===== config.mk =====
export PLATFORM = sky130hd
export DESIGN_NAME = sync_length_xor_frame_receiver_unit_flat
export DESIGN_NICKNAME = d
export VERILOG_FILES = /design/src/slxfr_pkg.sv /design/src/slxfr_if.sv /design/src/slxfr_cfg_regs.sv /design/src/slxfr_in_stage.sv /design/src/slxfr_parser.sv /design/src/sync_length_xor_frame_receiver_unit.sv /design/src/flat_wrapper.sv
export SDC_FILE = /design/constraint.sdc
export NUM_CORES = 1
export LEC_CHECK = 0
export BUFFER_PORTS_ARGS = -buffer_cell sky130_fd_sc_hd__buf_4
export CORE_UTILIZATION = 59
export DETAILED_ROUTE_END_ITERATION = 7
export PLACE_DENSITY = 0.8
export SLEW_MARGIN = 40
export SYNTH_ARGS = -nofsm -noshare
export SYNTH_HDL_FRONTEND = slang
export SYNTH_SLANG_ARGS = --single-unit

===== constraint.sdc =====
create_clock -name clk -period 4.5 [get_ports clk]
set_input_delay 0.9 -clock clk [delete_from_list [all_inputs] [get_ports clk]]
set_output_delay 0.9 -clock clk [all_outputs]
set_load 0.02 [all_outputs]

===== src/slxfr_pkg.sv =====
package slxfr_pkg;

  localparam int unsigned CfgIndexWidth = 3;

  typedef enum logic [CfgIndexWidth-1:0] {
    REG_SYNC_FIRST         = 3'd0,
    REG_SYNC_SECOND        = 3'd1,
    REG_REPLY_MESSAGE_ID   = 3'd2,
    REG_NOTE_MESSAGE_ID    = 3'd3,
    REG_MAX_PAYLOAD_LENGTH = 3'd4
  } cfg_index_t;

  localparam logic [15:0] MaxPayloadLengthReset = 16'd252;

  typedef enum logic [1:0] {
    CLASS_REPLY = 2'd0,
    CLASS_NOTE  = 2'd1,
    CLASS_OTHER = 2'd2
  } frame_class_t;

  typedef enum logic [1:0] {
    STATUS_GOOD = 2'd0,
    STATUS_BAD  = 2'd1,
    STATUS_OVER = 2'd2
  } frame_status_t;

  typedef struct packed {
    logic [7:0]  sync_first;
    logic [7:0]  sync_second;
    logic [7:0]  reply_message_id;
    logic [7:0]  note_message_id;
    logic [15:0] max_payload_length;
  } cfg_t;

  typedef struct packed {
    logic       valid;
    logic [7:0] rx_byte;
  } byte_word_t;

  function automatic frame_class_t class_of(logic [7:0] id, cfg_t cfg);
    frame_class_t c;
    if (id == cfg.reply_message_id) begin
      c = CLASS_REPLY;
    end else if (id == cfg.note_message_id) begin
      c = CLASS_NOTE;
    end else begin
      c = CLASS_OTHER;
    end
    return c;
  endfunction

endpackage


===== src/slxfr_if.sv =====
interface slxfr_byte_if;
  logic       valid;
  logic       ready;
  logic [7:0] rx_byte;

  modport source (output valid, output rx_byte, input ready);
  modport sink (input valid, input rx_byte, output ready);
endinterface

interface slxfr_result_if;
  logic        valid;
  logic        ready;
  logic        is_frame_end;
  logic [7:0]  payload_byte;
  logic [15:0] payload_offset;
  logic [7:0]  message_id;
  logic [1:0]  frame_class;
  logic [1:0]  frame_status;

  modport source (
    output valid, output is_frame_end, output payload_byte, output payload_offset,
    output message_id, output frame_class, output frame_status, input ready
  );
  modport sink (
    input valid, input is_frame_end, input payload_byte, input payload_offset,
    input message_id, input frame_class, input frame_status, output ready
  );
endinterface

interface slxfr_cfg_if;
  logic        valid;
  logic        ready;
  logic [2:0]  index;
  logic [15:0] data;

  modport source (output valid, output index, output data, input ready);
  modport sink (input valid, input index, input data, output ready);
endinterface


===== src/slxfr_cfg_regs.sv =====
module slxfr_cfg_regs (
  input  logic             clk,
  input  logic             rst,
  slxfr_cfg_if.sink        cfg,
  output slxfr_pkg::cfg_t  regs
);
  import slxfr_pkg::*;

  assign cfg.ready = 1'b1;

  always_ff @(posedge clk) begin
    if (rst) begin
      regs.sync_first         <= 8'd0;
      regs.sync_second        <= 8'd0;
      regs.reply_message_id   <= 8'd0;
      regs.note_message_id    <= 8'd0;
      regs.max_payload_length <= MaxPayloadLengthReset;
    end else if (cfg.valid) begin
      unique case (cfg.index)
        REG_SYNC_FIRST:         regs.sync_first <= cfg.data[7:0];
        REG_SYNC_SECOND:        regs.sync_second <= cfg.data[7:0];
        REG_REPLY_MESSAGE_ID:   regs.reply_message_id <= cfg.data[7:0];
        REG_NOTE_MESSAGE_ID:    regs.note_message_id <= cfg.data[7:0];
        REG_MAX_PAYLOAD_LENGTH: regs.max_payload_length <= cfg.data;
        default: ;
      endcase
    end
  end

endmodule


===== src/slxfr_in_stage.sv =====
module slxfr_in_stage (
  input  logic                   clk,
  input  logic                   rst,
  slxfr_byte_if.sink             rx,
  input  logic                   take,
  output slxfr_pkg::byte_word_t  word
);
  import slxfr_pkg::*;

  assign rx.ready = !word.valid || take;

  always_ff @(posedge clk) begin
    if (rst) begin
      word.valid <= 1'b0;
    end else if (rx.ready) begin
      word.valid <= rx.valid;
    end
    if (rx.valid && rx.ready) begin
      word.rx_byte <= rx.rx_byte;
    end
  end

endmodule


===== src/slxfr_parser.sv =====
module slxfr_parser (
  input  logic                   clk,
  input  logic                   rst,
  input  slxfr_pkg::cfg_t        regs,
  input  slxfr_pkg::byte_word_t  word,
  output logic                   take,
  slxfr_result_if.source         res
);
  import slxfr_pkg::*;

  typedef enum logic [2:0] {
    PH_SYNC1   = 3'd0,
    PH_SYNC2   = 3'd1,
    PH_ID      = 3'd2,
    PH_LEN_HI  = 3'd3,
    PH_LEN_LO  = 3'd4,
    PH_PAYLOAD = 3'd5,
    PH_CHECK   = 3'd6
  } phase_t;

  phase_t        phase, phase_next;
  logic [7:0]    held_message_id, held_message_id_next;
  logic [15:0]   expected_length, expected_length_next;
  logic [15:0]   bytes_seen, bytes_seen_next;
  logic [7:0]    running_xor, running_xor_next;
  logic          out_valid_next;
  logic          emit;
  logic          end_flag;
  logic [7:0]    out_byte;
  logic [15:0]   out_offset;
  frame_status_t out_status;
  logic [7:0]    b;
  logic [15:0]   full_length;
  logic [15:0]   seen_inc;

  assign take = word.valid && (!res.valid || res.ready);
  assign b = word.rx_byte;
  assign full_length = {expected_length[15:8], b};
  assign seen_inc = bytes_seen + 16'd1;

  always_comb begin
    phase_next = phase;
    held_message_id_next = held_message_id;
    expected_length_next = expected_length;
    bytes_seen_next = bytes_seen;
    running_xor_next = running_xor;
    emit = 1'b0;
    end_flag = 1'b0;
    out_byte = 8'd0;
    out_offset = 16'd0;
    out_status = STATUS_GOOD;
    if (take) begin
      unique case (phase)
        PH_SYNC2: begin
          if (b == regs.sync_second) begin
            phase_next = PH_ID;
          end else if (b == regs.sync_first) begin
            phase_next = PH_SYNC2;
          end else begin
            phase_next = PH_SYNC1;
          end
        end
        PH_ID: begin
          held_message_id_next = b;
          running_xor_next = b;
          phase_next = PH_LEN_HI;
        end
        PH_LEN_HI: begin
          expected_length_next = {b, 8'd0};
          running_xor_next = running_xor ^ b;
          phase_next = PH_LEN_LO;
        end
        PH_LEN_LO: begin
          expected_length_next = full_length;
          running_xor_next = running_xor ^ b;
          bytes_seen_next = 16'd0;
          if (full_length > regs.max_payload_length) begin
            phase_next = PH_SYNC1;
            emit = 1'b1;
            end_flag = 1'b1;
            out_status = STATUS_OVER;
          end else if (full_length == 16'd0) begin
            phase_next = PH_CHECK;
          end else begin
            phase_next = PH_PAYLOAD;
          end
        end
        PH_PAYLOAD: begin
          emit = 1'b1;
          out_byte = b;
          out_offset = bytes_seen;
          running_xor_next = running_xor ^ b;
          bytes_seen_next = seen_inc;
          if (seen_inc >= expected_length) begin
            phase_next = PH_CHECK;
          end
        end
        PH_CHECK: begin
          phase_next = PH_SYNC1;
          emit = 1'b1;
          end_flag = 1'b1;
          out_status = (running_xor == b) ? STATUS_GOOD : STATUS_BAD;
        end
        default: begin
          phase_next = (b == regs.sync_first) ? PH_SYNC2 : PH_SYNC1;
        end
      endcase
    end
    if (take) begin
      out_valid_next = emit;
    end else if (res.ready) begin
      out_valid_next = 1'b0;
    end else begin
      out_valid_next = res.valid;
    end
  end

  always_ff @(posedge clk) begin
    if (rst) begin
      phase <= PH_SYNC1;
      held_message_id <= 8'd0;
      expected_length <= 16'd0;
      bytes_seen <= 16'd0;
      running_xor <= 8'd0;
      res.valid <= 1'b0;
    end else begin
      phase <= phase_next;
      held_message_id <= held_message_id_next;
      expected_length <= expected_length_next;
      bytes_seen <= bytes_seen_next;
      running_xor <= running_xor_next;
      res.valid <= out_valid_next;
    end
    if (take && emit) begin
      res.is_frame_end <= end_flag;
      res.payload_byte <= out_byte;
      res.payload_offset <= out_offset;
      res.message_id <= held_message_id_next;
      res.frame_class <= class_of(held_message_id_next, regs);
      res.frame_status <= out_status;
    end
  end

endmodule


===== src/sync_length_xor_frame_receiver_unit.sv =====
// A byte that yields a result word passes the input and result registers.
// Throughput is one byte per cycle while the sink takes results; the input
// and result registers let a new byte enter while a result waits for the sink.
// Reset is synchronous and active high; it restores the sync hunt, clears the
// pipeline and sets the maximum payload length register to 252.
module sync_length_xor_frame_receiver_unit (
  input  logic             clk,
  input  logic             rst,
  slxfr_byte_if.sink       rx,
  slxfr_result_if.source   res,
  slxfr_cfg_if.sink        cfg
);
  import slxfr_pkg::*;

  cfg_t       regs;
  byte_word_t word;
  logic       take;

  slxfr_cfg_regs u_cfg_regs (
    .clk  (clk),
    .rst  (rst),
    .cfg  (cfg),
    .regs (regs)
  );

  slxfr_in_stage u_in_stage (
    .clk  (clk),
    .rst  (rst),
    .rx   (rx),
    .take (take),
    .word (word)
  );

  slxfr_parser u_parser (
    .clk  (clk),
    .rst  (rst),
    .regs (regs),
    .word (word),
    .take (take),
    .res  (res)
  );

endmodule

===== src/flat_wrapper.sv =====
// flat-port wrapper written by rule: the top's interface ports become plain ports
module sync_length_xor_frame_receiver_unit_flat import slxfr_pkg::*;
  (clk, rst, rx_valid, rx_rx_byte, rx_ready, res_valid, res_is_frame_end, res_payload_byte, res_payload_offset, res_message_id, res_frame_class, res_frame_status, res_ready, cfg_valid, cfg_index, cfg_data, cfg_ready);
  slxfr_byte_if rx_i ();
  slxfr_result_if res_i ();
  slxfr_cfg_if cfg_i ();
  input  logic clk;
  input  logic rst;
  input wire logic [$bits(rx_i.valid)-1:0] rx_valid;
  input wire logic [$bits(rx_i.rx_byte)-1:0] rx_rx_byte;
  output wire logic [$bits(rx_i.ready)-1:0] rx_ready;
  output wire logic [$bits(res_i.valid)-1:0] res_valid;
  output wire logic [$bits(res_i.is_frame_end)-1:0] res_is_frame_end;
  output wire logic [$bits(res_i.payload_byte)-1:0] res_payload_byte;
  output wire logic [$bits(res_i.payload_offset)-1:0] res_payload_offset;
  output wire logic [$bits(res_i.message_id)-1:0] res_message_id;
  output wire logic [$bits(res_i.frame_class)-1:0] res_frame_class;
  output wire logic [$bits(res_i.frame_status)-1:0] res_frame_status;
  input wire logic [$bits(res_i.ready)-1:0] res_ready;
  input wire logic [$bits(cfg_i.valid)-1:0] cfg_valid;
  input wire logic [$bits(cfg_i.index)-1:0] cfg_index;
  input wire logic [$bits(cfg_i.data)-1:0] cfg_data;
  output wire logic [$bits(cfg_i.ready)-1:0] cfg_ready;
  assign rx_i.valid = rx_valid;
  assign rx_i.rx_byte = rx_rx_byte;
  assign rx_ready = rx_i.ready;
  assign res_valid = res_i.valid;
  assign res_is_frame_end = res_i.is_frame_end;
  assign res_payload_byte = res_i.payload_byte;
  assign res_payload_offset = res_i.payload_offset;
  assign res_message_id = res_i.message_id;
  assign res_frame_class = res_i.frame_class;
  assign res_frame_status = res_i.frame_status;
  assign res_i.ready = res_ready;
  assign cfg_i.valid = cfg_valid;
  assign cfg_i.index = cfg_index;
  assign cfg_i.data = cfg_data;
  assign cfg_ready = cfg_i.ready;
  sync_length_xor_frame_receiver_unit u_core (.clk(clk), .rst(rst), .rx(rx_i), .res(res_i), .cfg(cfg_i));
endmodule

## Word level (Yosys, flattened, before mapping)

Index checks and enable logic that the tools add are counted.
Widths: inputs -> output; s select.

- Add/subtract/negate cells: 1
- Multiply operators: 0
- Div/mod/pow operators: 0
- $lt $le $gt $ge: 2
- Equal/unequal tests: 16
- Shifts and indexed selects: 0
- Muxes and demuxes: 21
- Bitwise operators: 2
- Reductions and logical operators: 26

Operator list:

| operator | count |
|---|---|
| $pmux 16 s2 | 2 |
| $eq 8x8->1 | 5 |
| $reduce_and 2->1 | 10 |
| $pmux 3 s6 | 1 |
| $add 16x1->16 const B | 1 |
| $ge 16x16->1 | 1 |
| $gt 16x16->1 | 1 |
| $logic_not 16->1 | 1 |
| $mux 8 | 2 |
| $pmux 8 s2 | 1 |
| $eq 3x2->1 const B | 4 |
| $eq 3x3->1 const B | 4 |
| $mux 2 | 4 |
| $reduce_bool 2->1 | 4 |
| $xor 8x8->8 | 1 |
| $eq 3x1->1 const B | 2 |
| $mux 1 | 6 |
| $mux 3 | 2 |
| $pmux 1 s2 | 2 |
| $pmux 2 s2 | 1 |
| $logic_and 1x1->1 | 3 |
| $logic_not 3->1 | 1 |
| $reduce_and 3->1 | 1 |
| $reduce_or 3->1 | 1 |
| 5 further kinds | 7 |

- Register bits: 146
- Bits in latches: 0
- RAM bits: 0
- Memory bits (read-only): 0
- Memories: 0

## Logic depth before layout (Yosys ltp)

Gate-level depths: netlist of the first run.

- Depth in word-level cells: 6
- Gate-level depth with buffers: 15
- Depth with buffers taken out: 13

## Hierarchy

From an unflattened synthesis of the first run, not the netlist that was laid out.

- Cell total of the unflattened synthesis: 779
- Area, all modules: 7547.2 sq um

Modules (own cells, without submodules):

| module | times used | cells an instance | area each (sq um) | sequential area each (sq um) |
|---|---|---|---|---|
| slxfr_parser | 1 | 577 | 5241.3 | 2152.1 |
| slxfr_cfg_regs | 1 | 189 | 2010.7 | 960.9 |
| slxfr_in_stage | 1 | 13 | 295.3 | 260.2 |

## Least setup slack after synthesis of the first run

Ideal clock, no wire load.

- Path type: input to register
- From: input port res_ready
- To: register u_core.u_parser.res.frame_class[0], enable pin
- Arrival time: 2711 ps
- Setup slack: 1278 ps
- Stages: 6
- Cell sequence: and2b_4 > buf_4 > or3_1 > buf_2 > buf_1 > nand2_1

- Word-level cells in the longest chain between the ends: 4

RTL lines:

| element | line | source |
|---|---|---|
| start: declaration | flat_wrapper.sv:19 | `input wire logic [$bits(res_i.ready)-1:0] res_ready;` |
| $logic_or 1x1->1 * | slxfr_parser.sv:36 | `assign take = word.valid && (!res.valid \|\| res.ready);` |
| $logic_and 1x1->1 * | slxfr_parser.sv:36 |  |
| $mux 1 | slxfr_parser.sv:52 | `if (take) begin` |
| $logic_and 1x1->1 * | slxfr_parser.sv:134 | `if (take && emit) begin` |
| end signal: assignment | slxfr_parser.sv:139 | `res.frame_class <= class_of(held_message_id_next, regs);` |
| end: declaration | slxfr_if.sv:22 | `output message_id, output frame_class, output frame_status, input ready` |

Every way passes the cells marked *; elsewhere a longest branch is shown, timed or not.
A chain may end at the register's enable or synchronous reset.

## Worst setup path in the final report of the first run

- From: register u_core.u_in_stage.word[8] (netlist name)
- To: register u_core.u_parser.res.message_id[5], enable pin

- Word-level cells in the longest chain between the ends: 3

RTL lines:

| element | line | source |
|---|---|---|
| $logic_and 1x1->1 * | slxfr_parser.sv:36 |  |
| $mux 1 | slxfr_parser.sv:52 |  |
| $logic_and 1x1->1 * | slxfr_parser.sv:134 |  |
| end signal: assignment | slxfr_parser.sv:138 | `res.message_id <= held_message_id_next;` |
| end: declaration | slxfr_if.sv:22 |  |

Marked as above.

==> results of run 1 <==
[cell usage in the layout (no fill, tap or decap), drive strengths merged, types with 2 or more instances in the layout]
cell and count:
a31oi 4, clkinvlp 2, edfxtp 45, nor2 53, o211ai 8, o31ai 9, nand3 22, nor3 8
nand2 140, clkinv 7, clkbuf 20, a31o 2, a21o 4, bufinv 4, nor4 21, ha 33
buf 72, inv 39, a22oi 13, nor2b 4, a21oi 100, o21ai 11, and2 23, or3b 2
xnor2 17, nand2b 3, or3 3, or2 2, xor2 30, nand3b 4, nand4 16, a211oi 3
and3 25, dfxtp 101
[worst max path at each step]
stage / depth (start not counted) / start / end
after floorplan: 6 / res_ready / u_core.u_parser.res.frame_class[0]
after global placement: 13 / u_core.u_parser.bytes_seen[0] / u_core.u_parser.phase[2]
after detailed placement: 13 / u_core.u_parser.bytes_seen[0] / u_core.u_parser.phase[2]
after CTS: 13 / u_core.u_parser.bytes_seen[0] / u_core.u_parser.phase[2]
after global routing: 7 / u_core.u_in_stage.word[8] / u_core.u_parser.res.message_id[1]
final: 7 / u_core.u_in_stage.word[8] / u_core.u_parser.res.message_id[5]
[layer usage]
layer | wire length (µm) | up-vias | part of all wire
li1 | - | 2904 | -
met1 | 7420 | 2853 | 0.42
met2 | 8510 | 273 | 0.49
met3 | 1180 | 42 | 0.067
met4 | 395 | 0 | 0.023
met5 | 0 | - | 0
[worst max-delay path: cells and delay by family, from the launching register on]
family | cells | cell delay (ns)
buffers and inverters | 2 | 1.13
AND/OR/NAND/NOR | 3 | 1.12
flip-flops | 1 | 0.53
AO/OA/AOI/OAI | 2 | 0.30
[cell families (layout without fill, tap and decap cells)]
| logic type | count (synthesis) | in the layout | synth area share |
|---|---|---|---|
| AOI/OAI and AO/OA | 166 | 166 | 0.151 |
| xor gates and xnor gates | 47 | 47 | 0.0570 |
| adders and majority gates | 33 | 33 | 0.0572 |
| buffers and inverters | 83 | 144 | 0.0475 |
| DFF | 146 | 146 | 0.467 |
| other | 1 | 1 | 0.000519 |
| and+or+nand+nor | 330 | 330 | 0.220 |
[registers in the layout, indices dropped and copies added (netlist names), 9 cells and up]
register,flops
u_core.u_in_stage.word,9
u_core.u_cfg_regs.regs,48
u_core.u_parser.bytes_seen,16
u_core.u_parser.expected_length,16
u_core.u_parser.res.payload_offset,16
[power by group through the flow]
stage          registers [mW]  logic [mW]  clock network, mW
6_report                 1.40       0.162               1.47
5_1_grt                  1.41       0.180               1.53
2_1_floorplan            1.41       0.123                  0
3_5_place_dp             1.43       0.158                  0
4_1_cts                  1.40       0.161               1.49
3_3_place_gp             1.43       0.152                  0
[area by class of cell]
cell class                 instances  area [µm²]
fill                             888        3580
multi-input combinational        577        3510
timing repair buffer              72         544
sequential                       146        3370
clock inverter                    12         161
clock buffer                      20         457
inverter                          40         150
tap                              147         184
==> impl_metrics.py, run 1 <==
metrics = {
    "logic_synthesis": {
        "ys_dominant_reg_cell": "dfxtp_1",
        "ys_seq_elements": 146,
        "yosys_warnings": 0,
        "syn_area_um2": 7220,
        "synth_edf_count": 45,
        "synth_common_cells": "nand2_1, dfxtp_1, a21oi_1",
        "synthArstFlopShare": 0,
        "synth_cell_type_count": 55,
        "netlist.area_leader.share": 0.280,
        "netlist_instances": 806,
        "syn_nets": 871,
        "synth_area_leaders": "dfxtp_1, edfxtp_1, nand2_1",
        "seq_area_frac_synth": 0.467,
        "synth_top_cell_by_area": "dfxtp_1",
        "synth_most_common_cell": "nand2_1",
        "syn_avg_cell_area_um2": 8.96,
    },
    "sta": {
        "rsz0062_at_grt": "no",
        "layout_min_cycle_time_ns": 3.44,
        "finalHoldViolCount": 0,
        "worst_pin_slew_ns": 0.767,
        "fin_crit_sh": 0.764,
        "max_freq_ghz": 0.291,
        "final.setup_skew_ns": 0.0110,
        "setup_viol": 0,
        "postLayoutSetupSlackWorst_ns": 1.06,
        "timing.setup.tns_ns": 0,
        "drv_slew": 0,
        "timing.hold.ws_ns": 0.460,
        "max_slew_margin": 0.486,
    },
    "clocking": {
        "cts_setup_buffers": 0,
        "cts_tree": "yes",
        "cts_root_buffer": "clkbuf_16",
        "cts-buffers-inserted": 17,
        "cts_hold_buf": 0,
        "path_clk_slew_ns": 0.06,
        "clock_path_buffers": 2,
        "cts_max_level": 4,
        "clock_latency_ns": 0.43,
        "cts_sinks": 146,
        "postCtsResizedCells": 0,
    },
    "finish": {
        "drive_above_1_share": 0.136,
        "stdcell_count": 1014,
        "area_delta_synth_final_pct": 16.1,
        "finalNetCount": 919,
        "fin_util": 0.701,
        "diodes": 0,
        "finalInstanceArea_um2": 8380,
    },
    "power_and_ir_drop": {
        "power.internal_mw": 2.38,
        "pwr-share-comb": 0.053,
        "ir_drop_mv": 0.289,
        "switchingPower_uw": 656,
        "switching_share": 0.216,
        "p_leak_nw": 3.33,
        "clkPwrFrac": 0.485,
        "power_mw": 3.04,
        "power-per-cell-area_nw_per_um2": 363,
        "pwr-share-seq": 0.462,
    },
    "setup_path": {
        "critPathMaxFanout": 27,
        "crit_top_cell": "a31oi_1",
        "rr_worst_depth": 7,
        "r2r-end": "u_core.u_parser.res.message_id[5]",
        "r2r-start": "u_core.u_in_stage.word[8]",
        "r2r_setup_slack_ns": 1.06,
        "critical_path_class": "flip-flop to flip-flop",
        "crit_slowest_cell": "clkinv_1",
        "required_ns": 4.59,
        "worst_setup_path_start_kind": "flip-flop",
        "slowest_delay_ns": 0.71,
        "cp.arrival_ns": 3.53,
        "critical_path.cell_chain": "clkinv_1 > nor3_4 > nand2b_1 > a31oi_1 > a31oi_1 > nand2_1 > buf_4",
        "end_kind": "flip-flop",
    },
    "floorplan": {
        "rows": 40,
        "die_width_um": 113,
        "die-area_um2": 12700,
        "coreArea_um2": 12000,
        "dieHeight_um": 113,
        "initial_core_util": 0.604,
        "ios": 72,
    },
    "placed_design": {
        "hpwl_um": 12100,
        "place_area_um2": 7760,
        "gp_congestion": 0.923,
        "dp_slack_ns": 1.11,
        "port_buffers": 70,
        "placedCellCount": 982,
    },
    "hold_path": {
        "min_path_cells": 2,
        "hold_start": "u_core.u_cfg_regs.regs[12]",
        "hp-class": "flip-flop to flip-flop",
        "min_to": "u_core.u_cfg_regs.regs[12]",
    },
    "detailed_routing": {
        "avgRoutedWirePerCell_um": 17.3,
        "viasPerCell": 5.99,
        "ant_nets": 0,
        "drtPass1Iterations": 7,
        "post-route-drc-count": 1,
        "drt-total-wl_um": 17500,
        "vias": 6072,
        "drtIter0Drc": 556,
    },
    "global_routing": {
        "grt-ovfl-total": 0,
        "grtUsageMet2": 0.474,
        "grt_max_degree": 96,
        "grt.total_usage": 0.285,
        "grt_pass1_wl_um": 28200,
        "grt_pass1_vias": 5691,
        "antenna_found_initial": 0,
        "grtUsageMet1": 0.359,
        "busiest_layer": "met2",
        "met3_usage": 0.0545,
    },
    "run": {
        "cap_violations": 0,
    },
    "run_status": {
        "status": "finished with violations",
        "violations": "design-rule violations",
    },
}
Power figures use the tool's default switching activity.
==> inputs of run 2 (changes only) <==
clock period = 3.6 ns   (was 4.5 ns; I/O delays follow)
==> impl_metrics.py, run 2 (synthesized netlist as in run 1, its figures left out) <==
metrics = {
    "run_status": {
        "status": "finished with violations",
        "violations": "design-rule violations",
    },
    "hold_path": {
        "hold_start": "u_core.u_cfg_regs.regs[14]",
        "min_to": "u_core.u_cfg_regs.regs[14]",
        "hp-class": "flip-flop to flip-flop",
        "min_path_cells": 2,
    },
    "sta": {
        "layout_min_cycle_time_ns": 3.29,
        "drv_slew": 0,
        "final.setup_skew_ns": 0.00649,
        "finalHoldViolCount": 0,
        "timing.hold.ws_ns": 0.457,
        "rsz0062_at_grt": "no",
        "max_slew_margin": 0.479,
        "timing.setup.tns_ns": 0,
        "postLayoutSetupSlackWorst_ns": 0.307,
        "fin_crit_sh": 0.915,
        "setup_viol": 0,
        "worst_pin_slew_ns": 0.781,
        "max_freq_ghz": 0.304,
    },
    "setup_path": {
        "critical_path.cell_chain": "ha_1 > and3_1 > and3_2 > and3_1 > nand3_1 > xnor2_1 > ha_1 > a21o_1 > a21oi_1 > a211o_1 > a41o_1 > and3_1 > o31a_1",
        "crit_top_cell": "and3_1",
        "critical_path_class": "flip-flop to flip-flop",
        "required_ns": 3.91,
        "slowest_delay_ns": 0.40,
        "crit_buf_inv": 0,
        "rr_worst_depth": 13,
        "end_kind": "flip-flop",
        "critPathMaxFanout": 6,
        "crit_slowest_cell": "dfxtp_1",
        "cp_top_family": "simple AND/OR/NAND/NOR gates",
        "worst_setup_path_start_kind": "flip-flop",
        "cp.arrival_ns": 3.61,
        "r2r_setup_slack_ns": 0.31,
        "r2r-end": "u_core.u_parser.phase[2]",
        "r2r-start": "u_core.u_parser.bytes_seen[1]",
    },
    "detailed_routing": {
        "viasPerCell": 5.97,
        "post-route-drc-count": 1,
        "ant_nets": 0,
        "vias": 6130,
        "drtIter0Drc": 699,
        "drt-total-wl_um": 18000,
        "avgRoutedWirePerCell_um": 17.6,
        "drtPass1Iterations": 7,
    },
    "clocking": {
        "cts_setup_buffers": 0,
        "cts-buffers-inserted": 17,
        "clock_path_buffers": 2,
        "clock_latency_ns": 0.43,
        "cts_tree": "yes",
        "cts_hold_buf": 0,
        "cts_root_buffer": "clkbuf_16",
        "path_clk_slew_ns": 0.06,
        "cts_sinks": 146,
        "cts_max_level": 4,
    },
    "run": {
        "cap_violations": 0,
    },
    "placed_design": {
        "hpwl_um": 12400,
        "placedCellCount": 994,
        "dp_slack_ns": 0.230,
        "port_buffers": 70,
        "gp_congestion": 0.889,
    },
    "finish": {
        "finalNetCount": 931,
        "area_delta_synth_final_pct": 17.1,
        "layout_commonest_cell": "nand2_1",
        "stdcell_count": 1026,
        "largest_reg_flops": 48,
        "diodes": 0,
        "final_cell_mix": "nand2_1, a21oi_1, dfxtp_1",
        "top_register": "u_core.u_cfg_regs.regs",
        "drive_above_1_share": 0.151,
    },
    "floorplan": {
        "ios": 72,
        "initial_core_util": 0.604,
        "die-area_um2": 12700,
        "rows": 40,
        "dieHeight_um": 113,
        "coreArea_um2": 12000,
        "die_width_um": 113,
    },
    "global_routing": {
        "antenna_found_initial": 0,
        "grt_max_degree": 55,
        "grt.total_usage": 0.299,
        "grt_pass1_vias": 5991,
        "grt-ovfl-total": 0,
        "grt_pass1_wl_um": 29300,
    },
    "power_and_ir_drop": {
        "power-per-cell-area_nw_per_um2": 441,
        "p_leak_nw": 3.39,
        "ir_drop_mv": 0.302,
    },
}
[run 2: cell count changes in the layout (fill, tap and decap cells not counted), sizes merged]
cell / change
bufinv: -2
clkbuf: +2
clkinv: -2
buf: +12
clkinvlp: -1
inv: +3
[run 2: final cells by class]
type / count / area (µm²)
multi-input combinational: 577 / 3510
fill: 881 / 3510
sequential: 146 / 3370
timing repair buffer: 84 / 643
clock buffer: 22 / 485
tap: 147 / 184
inverter: 40 / 150
clock inverter: 10 / 105
[run 2: what timing repair did]
item | CTS | global route
setup endpoints to repair | 0 | 2
gates resized for setup | 0 | 2
hold endpoints to repair | 0 | 0
[run 2: worst register-to-register path, cell delays in order, from the launching register on]
cell,delay [ns]
dfxtp_1,0.40
ha_1,0.25
and3_1,0.26
and3_2,0.27
and3_1,0.27
nand3_1,0.13
xnor2_1,0.16
ha_1,0.32
a21o_1,0.12
a21oi_1,0.07
a211o_1,0.25
a41o_1,0.25
and3_1,0.19
o31a_1,0.24
[run 2: per-stage QoR]
stage,cell area (µm²),utilization,power (mW)
after CTS,8450,0.707,3.74
after global routing,8450,0.707,3.83
after floorplan,7220,-,1.92
after global placement,7860,0.657,1.99
after detailed placement,7860,0.657,2.00
final,8450,0.707,3.73
[run 2: how the worst max path moves through the flow]
stage	from	end	slack, ns	depth (start not counted)
6_report	u_core.u_parser.bytes_seen[1]	u_core.u_parser.phase[2]	0.31	13
5_1_grt	u_core.u_parser.bytes_seen[1]	u_core.u_parser.phase[2]	0.07	13
4_1_cts	u_core.u_parser.bytes_seen[0]	u_core.u_parser.phase[2]	0.21	13
3_5_place_dp	u_core.u_parser.bytes_seen[0]	u_core.u_parser.phase[2]	0.23	13
3_3_place_gp	u_core.u_parser.bytes_seen[0]	u_core.u_parser.phase[2]	0.37	13
2_1_floorplan	u_core.u_parser.bytes_seen[0]	u_core.u_parser.phase[2]	0.50	15
[run 2: metal layers]
metal | track usage | vias up | wire length (µm)
met5 | 0 | - | 0
met4 | 0.152 | 0 | 618
met3 | 0.0675 | 56 | 1120
met2 | 0.510 | 270 | 9010
met1 | 0.354 | 2871 | 7300
li1 | - | 2933 | -
[run 2: power by group]
| group | internal (mW) | total, mW | switching [mW] | leakage, nW |
|---|---|---|---|---|
| combinational | 0.0877 | 0.238 | 0.150 | 1.84 |
| sequential | 1.72 | 1.74 | 0.0201 | 1.25 |
| clock | 1.09 | 1.76 | 0.668 | 0.295 |
